$ cat src/rtl/core/tjs_pkg.sv
package tjs_pkg;

  // Width of the debounce threshold register.
  localparam int unsigned CfgWidth = 16;

  // Debounce threshold after reset, in ticks.
  localparam logic [CfgWidth-1:0] DebounceResetTicks = 16'd300;

  // Default width of the stable-sample counters.
  localparam int unsigned CountWidthDefault = 16;

  // Sequencer phases as they appear on the phase output.
  typedef enum logic [2:0] {
    PH_IDLE        = 3'd0,
    PH_SELECTED    = 3'd1,
    PH_READY       = 3'd2,
    PH_SAFEZ_BEGIN = 3'd3,
    PH_RUNNING     = 3'd4,
    PH_SAFEZ_END   = 3'd5
  } phase_e;

  // One tick of button levels and machine status.
  typedef struct packed {
    logic table_button_raw;
    logic vacuum_button_raw;
    logic vacuum_confirmed;
    logic job_running;
    logic z_move_done;
    logic machine_claimed;
    logic own_job_pending;
  } in_item_t;

  // Output levels, command pulses and phase after one tick.
  typedef struct packed {
    logic       positioning_on;
    logic       vacuum_on;
    logic       claim_machine;
    logic       release_machine;
    logic       move_z_safe;
    logic       start_program;
    logic [2:0] phase;
  } out_item_t;

  // Debounced press events handed to the sequencer.
  typedef struct packed {
    logic table_rose;
    logic vacuum_rose;
  } events_t;

  // Settled level of a button: 0, 1, or not yet known.
  typedef logic [1:0] settled_t;
  localparam settled_t LevelUnknown = 2'd2;

endpackage

$ cat src/rtl/core/tjs_debounce.sv
module tjs_debounce
  import tjs_pkg::*;
#(
  parameter int unsigned COUNT_WIDTH = CountWidthDefault
) (
  input  logic                   clk_i,
  input  logic                   rst_ni,
  input  logic                   step_i,
  input  logic                   sample_i,
  input  logic [COUNT_WIDTH-1:0] thr_i,
  output logic                   rose_o
);

  logic [COUNT_WIDTH-1:0] count_q, count_d;
  logic                   prev_q, prev_d;
  settled_t               settled_q, settled_d;
  logic                   same;
  logic                   settle_hit;

  // A new level settles when the run of equal samples reaches the threshold.
  assign same       = (sample_i == prev_q);
  assign settle_hit = same && (count_q == (thr_i - COUNT_WIDTH'(1)))
                      && ({1'b0, sample_i} != settled_q);
  assign rose_o     = settle_hit && sample_i;

  // Counter saturates at the threshold and restarts on a level change.
  always_comb begin
    count_d   = count_q;
    prev_d    = prev_q;
    settled_d = settled_q;
    if (step_i) begin
      prev_d = sample_i;
      if (same) begin
        if (settle_hit) begin
          settled_d = {1'b0, sample_i};
        end
        if (count_q < thr_i) begin
          count_d = count_q + COUNT_WIDTH'(1);
        end
      end else begin
        count_d = '0;
      end
    end
  end

  always_ff @(posedge clk_i or negedge rst_ni) begin
    if (!rst_ni) begin
      count_q   <= '0;
      prev_q    <= 1'b0;
      settled_q <= LevelUnknown;
    end else begin
      count_q   <= count_d;
      prev_q    <= prev_d;
      settled_q <= settled_d;
    end
  end

endmodule

$ cat config.mk
export PLATFORM = sky130hd
export DESIGN_NAME = tjs_debounce
export DESIGN_NICKNAME = d
export VERILOG_FILES = /design/src/rtl/core/tjs_pkg.sv /design/src/rtl/core/tjs_debounce.sv
export SDC_FILE = /design/constraint.sdc
export NUM_CORES = 1
export LEC_CHECK = 0
export BUFFER_PORTS_ARGS = -buffer_cell sky130_fd_sc_hd__buf_2
export CORE_ASPECT_RATIO = 0.7
export CORE_MARGIN = 1.5
export CORE_UTILIZATION = 59
export DETAILED_ROUTE_END_ITERATION = 10
export GPL_TIMING_DRIVEN = 0
export PLACE_DENSITY = 0.89
export SLEW_MARGIN = 20
export SYNTH_ARGS = -nofsm -noshare
export SYNTH_HDL_FRONTEND = slang
export SYNTH_SLANG_ARGS = --single-unit
$ cat constraint.sdc
create_clock -name clk_i -period 2.6 [get_ports clk_i]
set_input_delay 0.26 -clock clk_i [delete_from_list [all_inputs] [get_ports clk_i]]
set_output_delay 0.26 -clock clk_i [all_outputs]
set_load 0.05 [all_outputs]
==> impl_metrics.toml <==
[worst_setup_path]
endpoint = "rose_o"
arrival_ns = 2.40
startpoint_type = "flip-flop"
reg2reg_to = "count_q[8]"
reg2reg_depth = 8
end_kind = "output port"
crit_fanout = 3
crit_chain = "inv_1 -> ha_1 -> a2111o_1 -> a2111oi_4 -> nand3_1 -> nor4b_4 -> buf_6"
cp-startpoint = "count_q[0]"
cpLargestDelayFamily = "compound AO/OA/AOI/OAI gates"
cp_slowest_cell = "a2111o_1"
max_stage_delay_ns = 0.42
crit_type = "reg2out"
reg2reg_from = "count_q[3]"
required_ns = 2.34
cp.buffers_inverters = 2
reg2reg_slack_ns = 0.12
path_depth = 7

[logic_synthesis]
synthArstFlopShare = 1.00
synth_most_common_cell = "xnor2_1"
syn-cell-area_um2 = 1940
synth_edf_count = 0
ys_seq_area_frac = 0.245
synth-adder-area-share = 0.116
syn-instance-count = 230
yosys.area_share.simple = 0.303
synth_nets = 268
synth_mux_area_frac = 0.0373
synth_common_cells = "xnor2_1, inv_1, dfrtp_1, ha_1, nand2_1"
synthFlopType = "dfrtp_1"
synth-compound-area-share = 0.126
synth_top_area_frac = 0.232
synth_xor_area_frac = 0.126
ys_warn_count = 0
yosysTopAreaCell = "dfrtp_1"
ys_ff_latch = 19
synth_top_family_by_area = "simple AND/OR/NAND/NOR gates"
synth_cell_types = 48
synth_area_leaders = "dfrtp_1, ha_1, xnor2_1"
avgSynthCellArea_um2 = 8.45

[clock_tree]
cts_root_buffer = "clkbuf_8"
clkLatencyLatePin_ns = 0.27
cts.path.max_buffers = 2
cts_max_level = 1
cts_inserted_buffers = 3
cts_tree = "built"
cts_sinks = 19
path_clk_slew_ns = 0.07

[placed_design]
portBuffers = 20
hpwl_um = 3590
dpl.cell_count = 288
gp_congestion = 0.935
pre_cts_ws_ns = -0.172

[drt]
drt-initial-drc-count = 115
first_pass_iters = 7
drc = 4
wire_per_inst_um = 16.2
vias_per_cell = 6.23
postRouteAntennaNets = 0
drt_wl_total_um = 4800
vias = 1844

[floorplanning]
initial_core_util = 0.618
die_h_um = 51.0
die_x_um = 71.6
core-area_um2 = 3150
ios = 21
die_area_um2 = 3650
rows = 17

[grt]
grtUsageTotal = 0.267
grt_start_max_net_pins = 20
grt_pass1_vias = 1535
antenna_found_initial = 0
grt_pass1_wl_um = 7390
gr-total-overflow = 0

[cells_and_area]
fin_cells = 296
drive_gt1_frac = 0.198
nNetsFinal = 297
antennaDiodeCount = 0
area_growth_pct = 16.4

[pwr]
power.density_nw_per_um2 = 320
leakagePower_uw = 0.00105
ir_worst_vdd_mv = 0.343

[timing]
max_freq_mhz = 376
rsz0062_at_grt = "true"
fin_skew_ns = 0.00192
final_max_slew_viol_count = 0
finalSetupViolCount = 1
worst_pin_slew_ns = 0.552
hold_violations = 0
fin_ws_ns = -0.0578
fin_crit_ns = 2.66
timing.final.crit_share = 1.02
slew_headroom = 0.629

[status]
violations = "design-rule violations, negative setup slack"
status = "finished, violations left"

[hold_path]
min_path_type = "in2reg"

[run]
cap_viol_max_count = 0
==> layer usage <==
layer	global-route usage	vias to the layer above	wire, µm
met5	0	-	0
met4	0.0881	0	55
met3	0.0335	5	256
met2	0.400	63	2100
met1	0.400	891	2390
li1	-	885	-
==> registers in the layout, summed over array words and instances (netlist names) <==
| signal | flops |
|---|---|
| count_q | 16 |
| prev_q | 1 |
| settled_q | 2 |
==> worst min path at each step <==
stage,from,endpoint,slack [ns],depth (start not counted)
after CTS,step_i,prev_q,0.32,2
after detailed placement,rst_ni,count_q[3],0.22,1
final,step_i,prev_q,0.32,2
after global routing,step_i,prev_q,0.33,2
after global placement,rst_ni,count_q[3],0.21,1
after floorplan,rst_ni,count_q[0],-0.04,0
==> layout make-up <==
| type | instances | area (µm²) |
|---|---|---|
| multi-input combinational | 187 | 1460 |
| fill | 221 | 885 |
| sequential | 19 | 480 |
| timing repair buffer | 24 | 141 |
| inverter | 20 | 75.1 |
| tap | 38 | 47.5 |
| clock buffer | 4 | 45.0 |
| buffer | 4 | 16.3 |
==> what timing repair did <==
action	in CTS	in global routing
resized for setup	12	6
hold buffers	1	0
buffers inserted	3	0
pin swaps	2	4
setup endpoints to repair	1	8
endpoints found under the hold margin	18	0
==> stage by stage <==
stage / utilization / setup TNS, ns / power (µW) / instance area [µm²] / hold slack (ns)
floorplan: - / 0 / 438 / 1970 / -0.0356
global placement: 0.673 / -0.163 / 494 / 2120 / 0.213
detailed placement: 0.673 / -0.188 / 503 / 2120 / 0.217
CTS: 0.713 / -0.0288 / 718 / 2240 / 0.325
global route: 0.719 / -0.135 / 759 / 2260 / 0.328
finish: 0.719 / -0.0578 / 724 / 2260 / 0.324
==> kinds of logic (layout without fill, tap and decap cells) <==
family | count (synthesis) | in the layout
fa+ha+maj | 18 | 18
mux | 7 | 7
simple gates | 99 | 99
xor+xnor | 28 | 28
flops | 19 | 19
buf+inv | 24 | 52
compound gates | 35 | 35
==> cell usage in the layout, fill, tap and decap left out, types with 2 or more instances in the layout <==
cell type,Yosys,routed
inv_1,19,18
nor3_1,8,7
nor2_1,13,13
a21oi_1,12,12
ha_1,18,17
clkbuf_1,4,4
xnor2_2,0,2
a21o_1,5,5
and3_1,3,3
clkbuf_8,0,3
nand2_1,16,16
dfrtp_2,0,3
nand4_1,8,8
nand3_1,14,14
o21ai_0,7,7
mux2i_1,5,5
dfrtp_1,18,15
nor2b_1,3,3
nor4b_1,3,2
nand4b_1,3,3
buf_4,0,4
xor2_1,6,5
nor4_1,3,3
a31oi_1,3,3
nor3_2,2,3
buf_2,0,18
or3_1,3,3
nand2b_1,8,7
xnor2_1,22,20
==> power breakdown <==
part           total (µW)  internal [µW]  switching (µW)
Clock                 213            109             104
Combinational         194           78.0             116
Sequential            317            305            11.8
Total                 724            493             231
No activity file was read; power rests on OpenSTA's default activity.
