[src/rtl/core/tjs_pkg.sv]
package tjs_pkg;

  // Width of the debounce threshold register.
  localparam int unsigned CfgWidth = 16;

  // Debounce threshold after reset, in ticks.
  localparam logic [CfgWidth-1:0] DebounceResetTicks = 16'd300;

  // Default width of the stable-sample counters.
  localparam int unsigned CountWidthDefault = 16;

  // Sequencer phases as they appear on the phase output.
  typedef enum logic [2:0] {
    PH_IDLE        = 3'd0,
    PH_SELECTED    = 3'd1,
    PH_READY       = 3'd2,
    PH_SAFEZ_BEGIN = 3'd3,
    PH_RUNNING     = 3'd4,
    PH_SAFEZ_END   = 3'd5
  } phase_e;

  // One tick of button levels and machine status.
  typedef struct packed {
    logic table_button_raw;
    logic vacuum_button_raw;
    logic vacuum_confirmed;
    logic job_running;
    logic z_move_done;
    logic machine_claimed;
    logic own_job_pending;
  } in_item_t;

  // Output levels, command pulses and phase after one tick.
  typedef struct packed {
    logic       positioning_on;
    logic       vacuum_on;
    logic       claim_machine;
    logic       release_machine;
    logic       move_z_safe;
    logic       start_program;
    logic [2:0] phase;
  } out_item_t;

  // Debounced press events handed to the sequencer.
  typedef struct packed {
    logic table_rose;
    logic vacuum_rose;
  } events_t;

  // Settled level of a button: 0, 1, or not yet known.
  typedef logic [1:0] settled_t;
  localparam settled_t LevelUnknown = 2'd2;

endpackage

[src/rtl/core/tjs_phase_fsm.sv]
module tjs_phase_fsm
  import tjs_pkg::*;
(
  input  logic      clk_i,
  input  logic      rst_ni,
  input  logic      step_i,
  input  events_t   ev_i,
  input  in_item_t  item_i,
  output out_item_t result_o
);

  phase_e phase_q, phase_d;
  logic   pos_q, pos_d;
  logic   vac_q, vac_d;

  // Next phase and output levels.
  always_comb begin
    phase_d = phase_q;
    pos_d   = pos_q;
    vac_d   = vac_q;
    unique case (phase_q)
      PH_IDLE: begin
        if (ev_i.table_rose) begin
          pos_d   = 1'b1;
          phase_d = PH_SELECTED;
        end
      end
      PH_SELECTED: begin
        if (ev_i.vacuum_rose) begin
          vac_d = ~vac_q;
        end
        if (item_i.table_button_raw && item_i.vacuum_confirmed) begin
          pos_d   = 1'b0;
          phase_d = PH_READY;
        end
      end
      PH_READY: begin
        if (!item_i.job_running && !item_i.machine_claimed) begin
          phase_d = PH_SAFEZ_BEGIN;
        end
      end
      PH_SAFEZ_BEGIN: begin
        if (item_i.z_move_done) begin
          phase_d = PH_RUNNING;
        end
      end
      PH_RUNNING: begin
        if (!item_i.job_running && !item_i.own_job_pending) begin
          phase_d = PH_SAFEZ_END;
        end
      end
      PH_SAFEZ_END: begin
        if (item_i.z_move_done) begin
          vac_d   = 1'b0;
          phase_d = PH_IDLE;
        end
      end
      default: begin
        phase_d = PH_IDLE;
      end
    endcase
  end

  // Command pulses and the result beat, taken from the post-tick state.
  always_comb begin
    result_o                 = '0;
    result_o.positioning_on  = pos_d;
    result_o.vacuum_on       = vac_d;
    result_o.phase           = phase_d;
    unique case (phase_q)
      PH_READY: begin
        if (!item_i.job_running && !item_i.machine_claimed) begin
          result_o.claim_machine = 1'b1;
          result_o.move_z_safe   = 1'b1;
        end
      end
      PH_SAFEZ_BEGIN: begin
        result_o.start_program = item_i.z_move_done;
      end
      PH_RUNNING: begin
        result_o.move_z_safe = !item_i.job_running && !item_i.own_job_pending;
      end
      PH_SAFEZ_END: begin
        result_o.release_machine = item_i.z_move_done;
      end
      default: begin
      end
    endcase
  end

  always_ff @(posedge clk_i or negedge rst_ni) begin
    if (!rst_ni) begin
      phase_q <= PH_IDLE;
      pos_q   <= 1'b0;
      vac_q   <= 1'b0;
    end else if (step_i) begin
      phase_q <= phase_d;
      pos_q   <= pos_d;
      vac_q   <= vac_d;
    end
  end

endmodule

[config.mk]
export PLATFORM = sky130hd
export DESIGN_NAME = tjs_phase_fsm
export DESIGN_NICKNAME = d
export VERILOG_FILES = /design/src/rtl/core/tjs_pkg.sv /design/src/rtl/core/tjs_phase_fsm.sv
export SDC_FILE = /design/constraint.sdc
export NUM_CORES = 1
export LEC_CHECK = 0
export BUFFER_PORTS_ARGS = -buffer_cell sky130_fd_sc_hd__buf_2
export CAP_MARGIN = 15
export CORE_UTILIZATION = 33
export CTS_CLUSTER_SIZE = 28
export DETAILED_ROUTE_END_ITERATION = 10
export GPL_TIMING_DRIVEN = 0
export REMOVE_ABC_BUFFERS = 1
export SLEW_MARGIN = 10
export SYNTH_ARGS = -nofsm -noshare
export SYNTH_HDL_FRONTEND = slang
export SYNTH_SLANG_ARGS = --single-unit
export TNS_END_PERCENT = 10
[constraint.sdc]
create_clock -name clk_i -period 2.1 [get_ports clk_i]
set_input_delay 0.315 -clock clk_i [delete_from_list [all_inputs] [get_ports clk_i]]
set_output_delay 0.315 -clock clk_i [all_outputs]
set_load 0.02 [all_outputs]
==> qor.yml <==
nNetsFinal: 92
peakVddDrop_mv: 0.469
hold_start: "step_i"
portBuffers: 19
firstDrtPassIters: 4
grt.overflow.total: 0
cts.sinks: 5
synth-seq-area-share_pct: 26.2
switching_power_uw: 320
p_per_area_nw_per_um2: 1120
path_class: "reg2out"
layout-drive-gt1-share_pct: 36.7
slowest_delay_ns: 0.51
ys_seq_elements: 5
drtAntennaViolNets: 0
vias: 489
worstPathRequired_ns: 1.78
gp_congestion: 0.784
cp_slowest_cell: "dfrtp_2"
hold_end: "phase_q[1]"
cts.htree.levels: 1
crit_path_start: "phase_q[2]"
regArea_um2: 128
syn_inst: 61
p_sw_share_pct: 48.0
avgSynthCellArea_um2: 7.84
die_x_um: 40.1
p_leak_nw: 0.279
grt_start_max_net_pins: 17
crit_family: "flip-flops"
power.internal_uw: 347
rrSetupSlack_ns: 0.69
grt_pass1_wl_um: 1640
place_inst: 89
path_clk_slew_ns: 0.05
cp-end-kind: "output port"
run_status: "finished clean"
cp_max_fo: 16
path_buf_inv: 1
viasPerCell: 5.20
reg2reg_from: "phase_q[2]"
start_kind: "flip-flop"
reg2reg_to: "phase_q[0]"
ios: 21
cap_violations: 0
antenna_found_initial: 0
die_area_um2: 1600
setup_violations: 0
n_fill_cell: 145
die_h_um: 40.1
yosysWarnings: 0
final_cells: 94
cp_data_arrival_time_ns: 1.59
cts_root_buf: "clkbuf_4"
rsz0062_at_grt: "false"
hold_viol_final: 0
multi_input_area_um2: 304
coreArea_um2: 1320
timing.slew.headroom_pct: 75.5
clockPowerShare_pct: 16.7
syn-cell-area_um2: 478
maxSlewViolCount: 0
fin_crit_sh_pct: 90.7
syn_to_final_growth_pct: 24.9
grt_usage_pct: 15.1
drt_iter0_drc: 3
routed_wl_um: 1040
cts_made_buffers: 3
tightest_slew_ns: 0.367
placementRows: 13
grt_pass1_vias: 377
crit_chain: "or2_1 -> a221oi_2 -> a21boi_1 -> buf_2"
layout_min_cycle_time_ns: 1.90
fmax_ghz: 0.525
clockBufferDepth: 2
hold-path-cell-count: 2
finClkSkew_ns: 0.00627
drcViolationCount: 0
ff2ff_path_depth: 3
dp.final_hpwl_um: 751
clkLatencyLatePin_ns: 0.24
diodes: 0
cts_tree: "yes"
pwr-share-seq_pct: 32.3
fin_tns_setup_ns: 0
initial_core_util_pct: 36.3
wire_per_inst_um: 11.1
hold_path.class: "in2reg"
pwr-share-comb_pct: 51.0
synth_cell_type_count: 32
==> cells in the mapped netlist <==
master     number  area, um2
dfrtp_1         5        125
nor2b_1         5       31.3
o21ai_0         5       25.0
nand2_1         4       15.0
a21oi_1         3       15.0
buf_2           3       15.0
nor2_1          3       11.3
o2bb2ai_1       3       26.3
a31oi_1         2       12.5
and2_1          2       12.5
buf_4           2       15.0
inv_1           2       7.51
inv_2           2       7.51
nor3b_1         2       15.0
a211oi_1        1       7.51
a21boi_1        1       7.51
a21o_1          1       7.51
a221oi_2        1       15.0
a22oi_1         1       7.51
a2bb2oi_1       1       8.76
and2b_1         1       7.51
and3_1          1       6.26
clkbuf_1        1       3.75
nand3_1         1       5.00
nand3b_1        1       7.51
nor3_2          1       10.0
nor4b_2         1       15.0
o2111ai_1       1       8.76
o21ai_1         1       5.00
o221ai_1        1       8.76
o22ai_1         1       6.26
or2_1           1       6.26
==> worst max path at each step <==
stage	end	depth (start not counted)	slack (ns)
2_1_floorplan	result_o[0]	3	0.48
3_3_place_gp	result_o[0]	4	0.35
3_5_place_dp	result_o[0]	4	0.35
4_1_cts	result_o[0]	4	0.09
5_1_grt	result_o[0]	4	0.04
6_report	result_o[0]	4	0.20
==> layout make-up <==
| cell class | count | share of cell area [%] |
|---|---|---|
| multi-input combinational | 46 | 50.9 |
| sequential | 5 | 21.4 |
| timing repair buffer | 20 | 17.6 |
| clock buffer | 4 | 4.40 |
| tap | 15 | 3.14 |
| inverter | 4 | 2.52 |
==> registers in the layout, summed over array words and instances (netlist names) <==
signal	flops
vac_q	1
phase_q	3
pos_q	1
==> repair_timing <==
action                                  in CTS  in global routing
hold buffers                                 1                  0
endpoints found under the setup margin       0                  1
endpoints found under the hold margin        5                  0
setup buffers                                0                  0
resized for setup                            0                  2
==> through the flow <==
stage	area (um2)	hold WS, ns	util [%]	power, mW	worst slack [ns]
after floorplan	444	0.0194	-	0.444	0.484
after CTS	594	0.393	45.1	0.672	0.0876
after global placement	558	0.133	42.4	0.557	0.349
final	597	0.393	45.3	0.667	0.195
after detailed placement	558	0.133	42.4	0.555	0.350
after global routing	597	0.410	45.3	0.725	0.0357
==> metal layers <==
| layer | GRT usage, % | vias up | wire length, um |
|---|---|---|---|
| met5 | 0 | - | 0 |
| met4 | 0 | 0 | 0 |
| met3 | 6.67 | 0 | 66 |
| met2 | 22.2 | 18 | 448 |
| met1 | 21.4 | 211 | 529 |
| li1 | - | 260 | - |
==> cell usage in the layout (no fill, tap or decap), drive strengths merged <==
cell type / instances
a211oi: 1
a21boi: 1
a21o: 1
a21oi: 3
a221oi: 1
a22oi: 1
a2bb2oi: 1
a31oi: 2
and2: 2
and2b: 1
and3: 1
buf: 19
clkbuf: 4
dfrtp: 5
dlygate4sd3: 1
inv: 4
nand2: 4
nand3: 1
nand3b: 1
nor2: 3
nor2b: 5
nor3: 1
nor3b: 2
nor4b: 1
o2111ai: 1
o21ai: 6
o221ai: 1
o22ai: 1
o2bb2ai: 3
or2: 1
==> cell families (layout without fill, tap and decap cells) <==
| kind of cell | Yosys count | count (layout) | share of synthesized area [%] |
|---|---|---|---|
| simple gates | 23 | 23 | 29.8 |
| buf+inv | 10 | 28 | 10.2 |
| compound gates | 23 | 23 | 33.8 |
| flops | 5 | 5 | 26.2 |
==> power groups by stage <==
stage	registers [mW]	logic, mW	clock network [mW]
4_1_cts	0.212	0.344	0.116
3_3_place_gp	0.215	0.342	0
2_1_floorplan	0.188	0.256	0
5_1_grt	0.227	0.376	0.122
3_5_place_dp	0.214	0.341	0
6_report	0.215	0.340	0.111
==> worst register-to-register path, delay by kind of cell (launching register included) <==
family             cells  cell delay [ns]
AOI/OAI and AO/OA      2             0.45
DFF                    1             0.51
and+or+nand+nor        1             0.29
Note: power is estimated with default switching activity, not from simulation.
